<file path="src/rfr_pkg.sv">
// Shared types, constants and the CRC step function of the remote frame receiver.
package rfr_pkg;

  localparam int FRAME_BYTES = 21;
  localparam int CRC_SPAN    = 19;
  localparam int CNT_W       = 5;
  localparam int CH_W        = 11;
  localparam int TO_W        = 8;
  localparam int FRAME_W     = FRAME_BYTES * 8;

  localparam logic [CNT_W-1:0] CNT_MAX    = 5'd31;
  localparam logic [15:0]      CRC_INIT   = 16'hFFFF;
  localparam logic [15:0]      CRC_POLY   = 16'h8408;
  localparam logic [7:0]       HDR_BYTE0  = 8'hA9;
  localparam logic [7:0]       HDR_BYTE1  = 8'h53;
  localparam logic [CH_W-1:0]  CENTER_RST = 11'd1024;
  localparam logic [TO_W-1:0]  TIMEOUT_RST = 8'd10;

  typedef enum logic [1:0] {
    CMD_DATA = 2'd0,
    CMD_END  = 2'd1,
    CMD_TICK = 2'd2
  } rfr_cmd_t;

  typedef enum logic [2:0] {
    ST_OK      = 3'd0,
    ST_BAD_LEN = 3'd1,
    ST_BAD_HDR = 3'd2,
    ST_BAD_CRC = 3'd3,
    ST_OFFLINE = 3'd4
  } rfr_status_t;

  typedef enum logic [0:0] {
    CFG_CENTER  = 1'b0,
    CFG_TIMEOUT = 1'b1
  } rfr_cfg_idx_t;

  // Result payload, laid out so that the lowest field sits in the lowest bits.
  typedef struct packed {
    logic [3:0]         pad;
    logic [15:0]        keys_clicked;
    logic [15:0]        keys_pressed;
    logic [5:0]         mouse_buttons;
    logic [47:0]        mouse_motion;
    logic [5:0]         switch_bits;
    logic signed [10:0] dial_offset;
    logic signed [10:0] stick_left_h;
    logic signed [10:0] stick_left_v;
    logic signed [10:0] stick_right_v;
    logic signed [10:0] stick_right_h;
    logic               online;
  } rfr_result_t;

  localparam int RES_W = $bits(rfr_result_t);

  // Reflected CRC-16 update over one byte, LSB first.
  function automatic logic [15:0] crc_byte(input logic [15:0] crc, input logic [7:0] b);
    logic [15:0] c;
    c = crc ^ {8'h00, b};
    for (int i = 0; i < 8; i++) begin
      c = c[0] ? ((c >> 1) ^ CRC_POLY) : (c >> 1);
    end
    return c;
  endfunction

endpackage

</file>
<file path="src/remote_frame_receiver.sv">
// Remote control frame receiver: byte collection, CRC check, field unpacking and timeout.
//
// Usage: each input request carries a command in in_tuser and a byte in in_tdata.
// A data command stores one of the first 21 bytes of a frame; the first 19 fold into the CRC.
// A frame-end command checks length, header and CRC and always returns one result
// whose status (out_tuser) gives the verdict; a good frame also returns the unpacked
// sticks, dial, switches, mouse and keys, and marks the remote online. A timer tick
// counts the offline timer down and returns an offline result once, on the tick
// that expires it while online. Configuration writes on cfg_ set the stick center
// and the timeout and are always accepted.
// Each result is computed combinationally and registered on the out_ channel.
// Throughput: one request per cycle while in_tready is high; all work for a request
// is done in the single stage ahead of the output register.
// When the receiver stalls, a second result is parked in a skid register and
// in_tready drops only while that register is full.
// Reset: synchronous, active low; clears the byte counter, history and online flag, sets
// the CRC to FFFF, the center to 1024, and timeout and offline timer to ten ticks. The frame
// store itself is not cleared; a frame is read only after all its bytes are written.
module remote_frame_receiver
  import rfr_pkg::*;
(
  input  logic              clk,
  input  logic              rst_n,
  input  logic              in_tvalid,
  output logic              in_tready,
  input  logic [7:0]        in_tdata,   // [7:0] data_byte
  input  logic [1:0]        in_tuser,   // [1:0] cmd
  output logic              out_tvalid,
  input  logic              out_tready,
  // [0] online, [11:1] stick_right_h, [22:12] stick_right_v, [33:23] stick_left_v,
  // [44:34] stick_left_h, [55:45] dial_offset, [61:56] switch_bits,
  // [109:62] mouse_motion, [115:110] mouse_buttons, [131:116] keys_pressed,
  // [147:132] keys_clicked, [151:148] zero
  output logic [RES_W-1:0]  out_tdata,
  output logic [2:0]        out_tuser,  // [2:0] status
  input  logic              cfg_valid,
  output logic              cfg_ready,
  input  logic [0:0]        cfg_index,
  input  logic [CH_W-1:0]   cfg_data
);

  logic [CH_W-1:0]  center_r;
  logic [TO_W-1:0]  timeout_r;
  logic [7:0]       store_r [FRAME_BYTES];
  logic [CNT_W-1:0] byte_count_r, byte_count_nxt;
  logic [15:0]      crc_r, crc_nxt;
  logic [2:0]       prev_press_r, prev_press_nxt;
  logic [15:0]      prev_keys_r, prev_keys_nxt;
  logic             online_r, online_nxt;
  logic [TO_W-1:0]  ticks_r, ticks_nxt;

  logic             out_valid_r, out_valid_nxt;
  rfr_result_t      out_data_r, out_data_nxt;
  rfr_status_t      out_status_r, out_status_nxt;
  logic             skid_valid_r, skid_valid_nxt;
  rfr_result_t      skid_data_r, skid_data_nxt;
  rfr_status_t      skid_status_r, skid_status_nxt;

  logic             in_acc;
  logic             out_take;
  logic             store_we;
  logic             res_valid;
  rfr_result_t      res_data;
  rfr_status_t      res_status;
  logic [FRAME_W-1:0] frame_bits;
  rfr_status_t      chk_status;
  logic [2:0]       press;
  logic [15:0]      keys;
  logic [TO_W-1:0]  reload;

  assign in_tready  = ~skid_valid_r;
  assign in_acc     = in_tvalid & in_tready;
  assign out_take   = out_valid_r & out_tready;
  assign out_tvalid = out_valid_r;
  assign out_tdata  = out_data_r;
  assign out_tuser  = out_status_r;
  assign cfg_ready  = 1'b1;

  always_ff @(posedge clk) begin
    if (!rst_n) begin
      center_r  <= CENTER_RST;
      timeout_r <= TIMEOUT_RST;
    end else if (cfg_valid) begin
      case (rfr_cfg_idx_t'(cfg_index))
        CFG_CENTER:  center_r  <= cfg_data;
        CFG_TIMEOUT: timeout_r <= cfg_data[TO_W-1:0];
        default: ;
      endcase
    end
  end

  always_comb begin
    for (int i = 0; i < FRAME_BYTES; i++) begin
      frame_bits[i*8 +: 8] = store_r[i];
    end
  end

  assign press  = {frame_bits[132], frame_bits[130], frame_bits[128]};
  assign keys   = frame_bits[136 +: 16];
  assign reload = (timeout_r == '0) ? TO_W'(1) : timeout_r;

  always_comb begin
    if (byte_count_r != CNT_W'(FRAME_BYTES)) begin
      chk_status = ST_BAD_LEN;
    end else if (store_r[0] != HDR_BYTE0 || store_r[1] != HDR_BYTE1) begin
      chk_status = ST_BAD_HDR;
    end else if ({store_r[20], store_r[19]} != crc_r) begin
      chk_status = ST_BAD_CRC;
    end else begin
      chk_status = ST_OK;
    end
  end

  always_comb begin
    byte_count_nxt = byte_count_r;
    crc_nxt        = crc_r;
    prev_press_nxt = prev_press_r;
    prev_keys_nxt  = prev_keys_r;
    online_nxt     = online_r;
    ticks_nxt      = ticks_r;
    store_we       = 1'b0;
    res_valid      = 1'b0;
    res_status     = ST_OK;
    res_data       = '0;
    if (in_acc) begin
      case (rfr_cmd_t'(in_tuser))
        CMD_DATA: begin
          if (byte_count_r < CNT_W'(FRAME_BYTES)) begin
            store_we = 1'b1;
            if (byte_count_r < CNT_W'(CRC_SPAN)) begin
              crc_nxt = crc_byte(crc_r, in_tdata);
            end
          end
          if (byte_count_r != CNT_MAX) begin
            byte_count_nxt = byte_count_r + CNT_W'(1);
          end
        end
        CMD_END: begin
          res_valid      = 1'b1;
          res_status     = chk_status;
          byte_count_nxt = '0;
          crc_nxt        = CRC_INIT;
          if (chk_status == ST_OK) begin
            online_nxt     = 1'b1;
            ticks_nxt      = reload;
            prev_press_nxt = press;
            prev_keys_nxt  = keys;
            res_data.stick_right_h = signed'(frame_bits[16 +: CH_W] - center_r);
            res_data.stick_right_v = signed'(frame_bits[27 +: CH_W] - center_r);
            res_data.stick_left_v  = signed'(frame_bits[38 +: CH_W] - center_r);
            res_data.stick_left_h  = signed'(frame_bits[49 +: CH_W] - center_r);
            res_data.dial_offset   = signed'(frame_bits[65 +: CH_W] - center_r);
            res_data.switch_bits   = {frame_bits[76], frame_bits[64], frame_bits[63],
                                      frame_bits[62], frame_bits[61:60]};
            res_data.mouse_motion  = frame_bits[80 +: 48];
            res_data.mouse_buttons = {press & ~prev_press_r, press};
            res_data.keys_pressed  = keys;
            res_data.keys_clicked  = keys & ~prev_keys_r;
          end
          res_data.online = online_nxt;
        end
        CMD_TICK: begin
          if (ticks_r != '0) begin
            ticks_nxt = ticks_r - TO_W'(1);
            if (ticks_r == TO_W'(1) && online_r) begin
              online_nxt = 1'b0;
              res_valid  = 1'b1;
              res_status = ST_OFFLINE;
            end
          end
        end
        default: ;
      endcase
    end
  end

  // Output register with one skid entry; a new result only arrives while the skid is empty.
  always_comb begin
    out_valid_nxt   = out_valid_r;
    out_data_nxt    = out_data_r;
    out_status_nxt  = out_status_r;
    skid_valid_nxt  = skid_valid_r;
    skid_data_nxt   = skid_data_r;
    skid_status_nxt = skid_status_r;
    if (skid_valid_r) begin
      if (out_take) begin
        out_data_nxt   = skid_data_r;
        out_status_nxt = skid_status_r;
        skid_valid_nxt = 1'b0;
      end
    end else if (res_valid) begin
      if (!out_valid_r || out_take) begin
        out_valid_nxt  = 1'b1;
        out_data_nxt   = res_data;
        out_status_nxt = res_status;
      end else begin
        skid_valid_nxt  = 1'b1;
        skid_data_nxt   = res_data;
        skid_status_nxt = res_status;
      end
    end else if (out_take) begin
      out_valid_nxt = 1'b0;
    end
  end

  always_ff @(posedge clk) begin
    if (!rst_n) begin
      byte_count_r <= '0;
      crc_r        <= CRC_INIT;
      prev_press_r <= '0;
      prev_keys_r  <= '0;
      online_r     <= 1'b0;
      ticks_r      <= TIMEOUT_RST;
      out_valid_r  <= 1'b0;
      skid_valid_r <= 1'b0;
    end else begin
      byte_count_r <= byte_count_nxt;
      crc_r        <= crc_nxt;
      prev_press_r <= prev_press_nxt;
      prev_keys_r  <= prev_keys_nxt;
      online_r     <= online_nxt;
      ticks_r      <= ticks_nxt;
      out_valid_r  <= out_valid_nxt;
      skid_valid_r <= skid_valid_nxt;
    end
  end

  always_ff @(posedge clk) begin
    out_data_r    <= out_data_nxt;
    out_status_r  <= out_status_nxt;
    skid_data_r   <= skid_data_nxt;
    skid_status_r <= skid_status_nxt;
    if (store_we) begin
      store_r[byte_count_r] <= in_tdata;
    end
  end

  a_skid_behind_out: assert property (@(posedge clk) disable iff (!rst_n)
    skid_valid_r |-> out_valid_r)
    else $error("skid entry held while output register is empty");

  a_end_clears_count: assert property (@(posedge clk) disable iff (!rst_n)
    (in_acc && in_tuser == CMD_END) |=> (byte_count_r == '0 && crc_r == CRC_INIT))
    else $error("frame end did not restart byte collection");

  a_online_timer_live: assert property (@(posedge clk) disable iff (!rst_n)
    online_r |-> ticks_r != '0)
    else $error("online with an expired timer");

  a_offline_reports_offline: assert property (@(posedge clk) disable iff (!rst_n)
    (out_valid_r && out_status_r == ST_OFFLINE) |-> !out_data_r.online)
    else $error("offline result reports online");

  a_failed_payload_zero: assert property (@(posedge clk) disable iff (!rst_n)
    (out_valid_r && out_status_r != ST_OK) |-> out_tdata[RES_W-1:1] == '0)
    else $error("failed result carries payload");

endmodule
</file>
<file path="config.mk">
export PLATFORM = sky130hd
export DESIGN_NAME = remote_frame_receiver
export DESIGN_NICKNAME = d
export VERILOG_FILES = /design/src/rfr_pkg.sv /design/src/remote_frame_receiver.sv
export SDC_FILE = /design/constraint.sdc
export NUM_CORES = 1
export LEC_CHECK = 0
export BUFFER_PORTS_ARGS = -buffer_cell sky130_fd_sc_hd__buf_2
export CELL_PAD_IN_SITES_DETAIL_PLACEMENT = 0
export CELL_PAD_IN_SITES_GLOBAL_PLACEMENT = 1
export CORE_MARGIN = 4
export CORE_UTILIZATION = 53
export CTS_CLUSTER_DIAMETER = 40
export CTS_CLUSTER_SIZE = 16
export DETAILED_ROUTE_END_ITERATION = 16
export GPL_TIMING_DRIVEN = 0
export PLACE_DENSITY = 0.84
export REMOVE_ABC_BUFFERS = 1
export SYNTH_ARGS = -nofsm -noshare
export SYNTH_HDL_FRONTEND = slang
export SYNTH_SLANG_ARGS = --single-unit
</file>
<file path="constraint.sdc">
create_clock -name clk -period 33.6 [get_ports clk]
set_input_delay 6.72 -clock clk [delete_from_list [all_inputs] [get_ports clk]]
set_output_delay 6.72 -clock clk [all_outputs]
set_load 0.005 [all_outputs]
</file>
==> impl_results.md <==
- CTS Sinks: between 500 and 600
- Number of violations of the max-capacitance limit: 0
- Area share of fa/ha/maj cells after synthesis: approximately 3.9%
- Post-synthesis simple-gate area fraction: 10.4%
- Crit path time final: between 10 and 15 ns
- Headroom to the max-slew limit: approximately 7.4%
- Die area: around 0.045 mm^2
- Drt via density: roughly 5.5
- Compound-Gate Fraction of Synth Area: between 10 and 15%
- Signal arrival time at the worst endpoint: 10.40 ns
- Comb pwr share: around 3.9%
- Remaining antenna violation count after routing: 0
- Psw: roughly 0.33 mW
- Count of synthesis-stage warnings from yosys: 0
- Switching Share: 21.9%
- Clock tree root buffer cell: clkbuf_16
- HP Class: reg -> reg
- Dominant combinational cell family by area after synthesis: compound AO/OA/AOI/OAI gates
- First drt pass iteration count: 6
- Number of DRC markers after the initial detailed-route iteration: approximately 950
- RSZ-0062 raised after global routing: no
- Pin count of the biggest net entering global routing: 86
- Cells along the critical path: buf_2 -> inv_1 -> ha_1 -> or4b_2 -> nor4_2 -> and4b_1 -> o211ai_1 -> nor3_2 -> buf_6 -> buf_6 -> buf_6 -> buf_6 -> buf_8
- Register share of total power: between 40% and 50%
- Internal power of the cells: ~1.2 mW
- Hold_buf cts: 0
- Launch instance of the worst min-delay path: center_r[1]$_SDFFE_PN0P_
- Total number of vias: 13493
- Critical setup path kind: in -> reg
- Number of hold violations in the final report: 0
- Mean cell area of the mapped netlist: approximately 14 um^2
- Cell repeated most along the worst path: buf_6
- Clock Path Buffers: 3
- Largest driver fanout on the critical path: 12
- Filler Cells Inserted: roughly 3100
- Starting density of the core: a little over half
- Number of antenna violations at the first check in global routing: 0
- Area used by sequential logic in the layout: between 0.015 and 0.02 mm^2
- Remaining global-route overflow: 0
- Area of the placeable core: approximately 0.041 mm^2
- Clock latency at the later pin of the worst-skew pair: 0.58 ns
- Final worst path period share: between 30% and 40%
- Number of enable-type register cells in the synthesized netlist: around 460
- Number of gates given a new drive strength after cts: 0
- Launching element type of the critical path: input port
- Proportion of register bits with asynchronous set or reset after synthesis: 0%
- Status: complete, no violations
- Crit-path slowest cell: or4b_2
- Area occupied by multi-input gates: around 0.0063 mm^2
- Setup repair bufs after CTS: 0
- Total Wirelength: between 40000 and 50000 um
- Synthesis-to-layout area growth: 18.0%
- Sequential area share after synthesis: a little over two thirds
- Number of max-slew violations in the final report: 0
- R2R cell count: 10
- Critical path's largest stage delay: between 0.6 and 0.7 ns
- Die Span Y: 212 um
- Nets: roughly 1900
- Antenna diodes: 0
- Final setup violating endpoints: 0
- Clock buffers created by TritonCTS: 67
- CTS tree: yes
- Worst R2R Setup Slack: 29.86 ns
- Cell variety after synth: 60
- H-tree Lvls: 3
- Routed length per placed instance: about 20 um
- Multiplexer share of the synthesized area: 0.0455%
- End-of-flow core utilization: between 60% and 70%
- DRC violation count after routing: 0
- Layout cell share with drive strength beyond 1: around a fifth
- TNS Setup: 0 ns
- Worst VDD drop: between 50 and 60 uV
- Number of rows in the core area: 74
- Vias in the first global route: 13597
- Power density over the cells: slightly below 60 mW/mm^2
- Clk pin slew, worst setup/hold paths: 0.06 ns
- Worst Clk Skew: ~0.018 ns
- Clock network fraction of design power: between 40% and 50%
- Global-route wire length before repair: roughly 74000 um
- Count of state elements after synthesis: roughly 530
- Top_reg_cell synth: edfxtp_1
- Max Freq: between 90 and 100 MHz
- Routability Congestion: between 0.8 and 0.9
- GRT Total Usage: 21.1%
- Leakage power figure: roughly 11 nW
- End of the worst hold path: center_r[1]$_SDFFE_PN0P_
- Tightest Pin Transition: 1.39 ns
- Xor/xnor share of the synthesized area: roughly 3.1%
- Post-layout instance count excluding filler cells: roughly 2400
- Number of top-level design ports: between 150 and 200
- Post-Syn Area: approximately 0.022 mm^2
- Worst r2r dst: skid_data_r[106]$_DFFE_PP_
- Required time at the endpoint of the critical path: 33.89 ns
- Number of instances on the worst hold path: 2
- Port bufs: about 180
- Horizontal extent of the die: around 210 um
- Cell count after placement: 2309
- Half-perimeter wire length after detailed placement: approximately 30000 um
- Reg-to-reg startpoint: ticks_r[5]$_SDFFE_PN0P_
- Cell count after synthesis: ~1600
- Kind of end point of the critical path: flip-flop
registers in the layout, summed over array words and instances, names as in the netlist:
signal / flops
out_tuser: 3
skid_data_r: 148
timeout_r: 8
byte_count_r: 5
store_r: 160
ticks_r: 8
center_r: 11
out_tdata: 148
skid_status_r: 3
skid_valid_r: 1
crc_r: 16
prev_keys_r: 16
out_tvalid: 1
prev_press_r: 3
online_r: 1
through the flow:
stage | power (mW) | setup slack (ns) | area [um^2] | hold WS, ns
6_report | 1.50 | 23.49 | 26000 | 0.456
5_1_grt | 1.55 | 23.28 | 26000 | 0.468
4_1_cts | 1.51 | 23.51 | 26000 | 0.455
3_5_place_dp | 0.795 | 22.90 | 23700 | 0.448
3_3_place_gp | 0.794 | 8.00 | 23300 | 0.444
2_1_floorplan | 0.773 | 14.20 | 21700 | 0.436
how the worst max path moves through the flow:
stage / from / end / cells after the start / slack [ns]
after global routing: in_tuser[0] / skid_data_r[147]$_DFFE_PP_ / 13 / 23.28
after detailed placement: in_tuser[0] / skid_data_r[102]$_DFFE_PP_ / 13 / 22.90
after CTS: in_tuser[0] / skid_data_r[147]$_DFFE_PP_ / 13 / 23.51
after floorplan: in_tuser[0] / skid_data_r[0]$_DFFE_PP_ / 7 / 14.20
final: in_tuser[0] / skid_data_r[106]$_DFFE_PP_ / 13 / 23.49
after global placement: in_tuser[0] / skid_data_r[94]$_DFFE_PP_ / 8 / 8.00
placed cells by master (no fill, tap or decap), types with 11 or more instances in the layout:
| cell | n |
|---|---|
| edfxtp_1 | 462 |
| nand2_1 | 189 |
| buf_2 | 179 |
| a21o_1 | 104 |
| o21ai_0 | 99 |
| nor2_1 | 96 |
| a21oi_1 | 86 |
| dfxtp_1 | 69 |
| clkbuf_16 | 69 |
| and2_1 | 66 |
| ha_1 | 61 |
| inv_1 | 47 |
| xnor2_1 | 47 |
| xor2_1 | 30 |
| o21a_1 | 22 |
| nor3_1 | 19 |
| buf_6 | 18 |
| a211oi_1 | 15 |
| nor3_2 | 12 |
| inv_6 | 11 |
power by group through the flow:
stage / Combinational (mW) / Clock (mW) / Sequential (mW)
CTS: 0.0584 / 0.733 / 0.723
detailed placement: 0.0577 / 0 / 0.737
global route: 0.0641 / 0.762 / 0.723
floorplan: 0.0350 / 0 / 0.738
finish: 0.0581 / 0.718 / 0.723
global placement: 0.0552 / 0 / 0.739
cells in the mapped netlist, drive strengths merged, types with 2 or more instances:
library cell,number,area (um^2)
edfxtp,462,13900
nand2,189,709
nor2,114,523
a21o,104,781
o21ai,99,495
a21oi,86,430
dfxtp,70,1400
and2,66,413
ha,61,763
inv,48,180
xnor2,47,412
clkbuf,41,154
nor3,31,205
xor2,30,263
o21a,22,165
a211oi,20,175
buf,18,125
and3,10,62.6
o21bai,10,75.1
nand3,9,45.0
nor2b,9,56.3
o22ai,9,56.3
or3,8,55.1
nor4,6,68.8
o31a,6,52.6
o31ai,6,50.1
a31oi,5,37.5
fa,5,100
nand2b,5,31.3
nand3b,3,22.5
nand4,3,18.8
a311oi,2,17.5
a31o,2,17.5
a32oi,2,17.5
and4b,2,20.0
conb,2,7.51
nor4bb,2,20.0
o211ai,2,15.0
o2bb2ai,2,17.5
layer usage:
metal	GRT usage, %	wire length, um	share of wire (%)	vias to the layer above
met1	29.6	20500	43	6592
met5	0	0	0	-
met3	3.32	3120	6.6	95
met2	34.1	22500	48	398
met4	6.80	1200	2.5	0
li1	-	-	-	6408
worst max-delay path, delay by kind of cell:
family / cells / cell delay, ns
simple gates: 4 / 1.90
buf+inv: 7 / 1.14
fa+ha+maj: 1 / 0.41
compound gates: 1 / 0.21
cell families after synthesis:
group | after synthesis
buf+inv | 107
compound gates | 380
simple gates | 462
flops | 532
mux | 1
xor+xnor | 77
fa+ha+maj | 66
other cells | 2
area by class of cell:
class	count	share of cell area, %
well taps	532	2.56
inverters	48	0.693
repair buffers	206	4.88
clock inverters	44	1.83
clock buffers	79	6.91
flip-flops and latches	532	58.8
multi-input cells	991	24.3
Power figures use the tool's default switching activity.
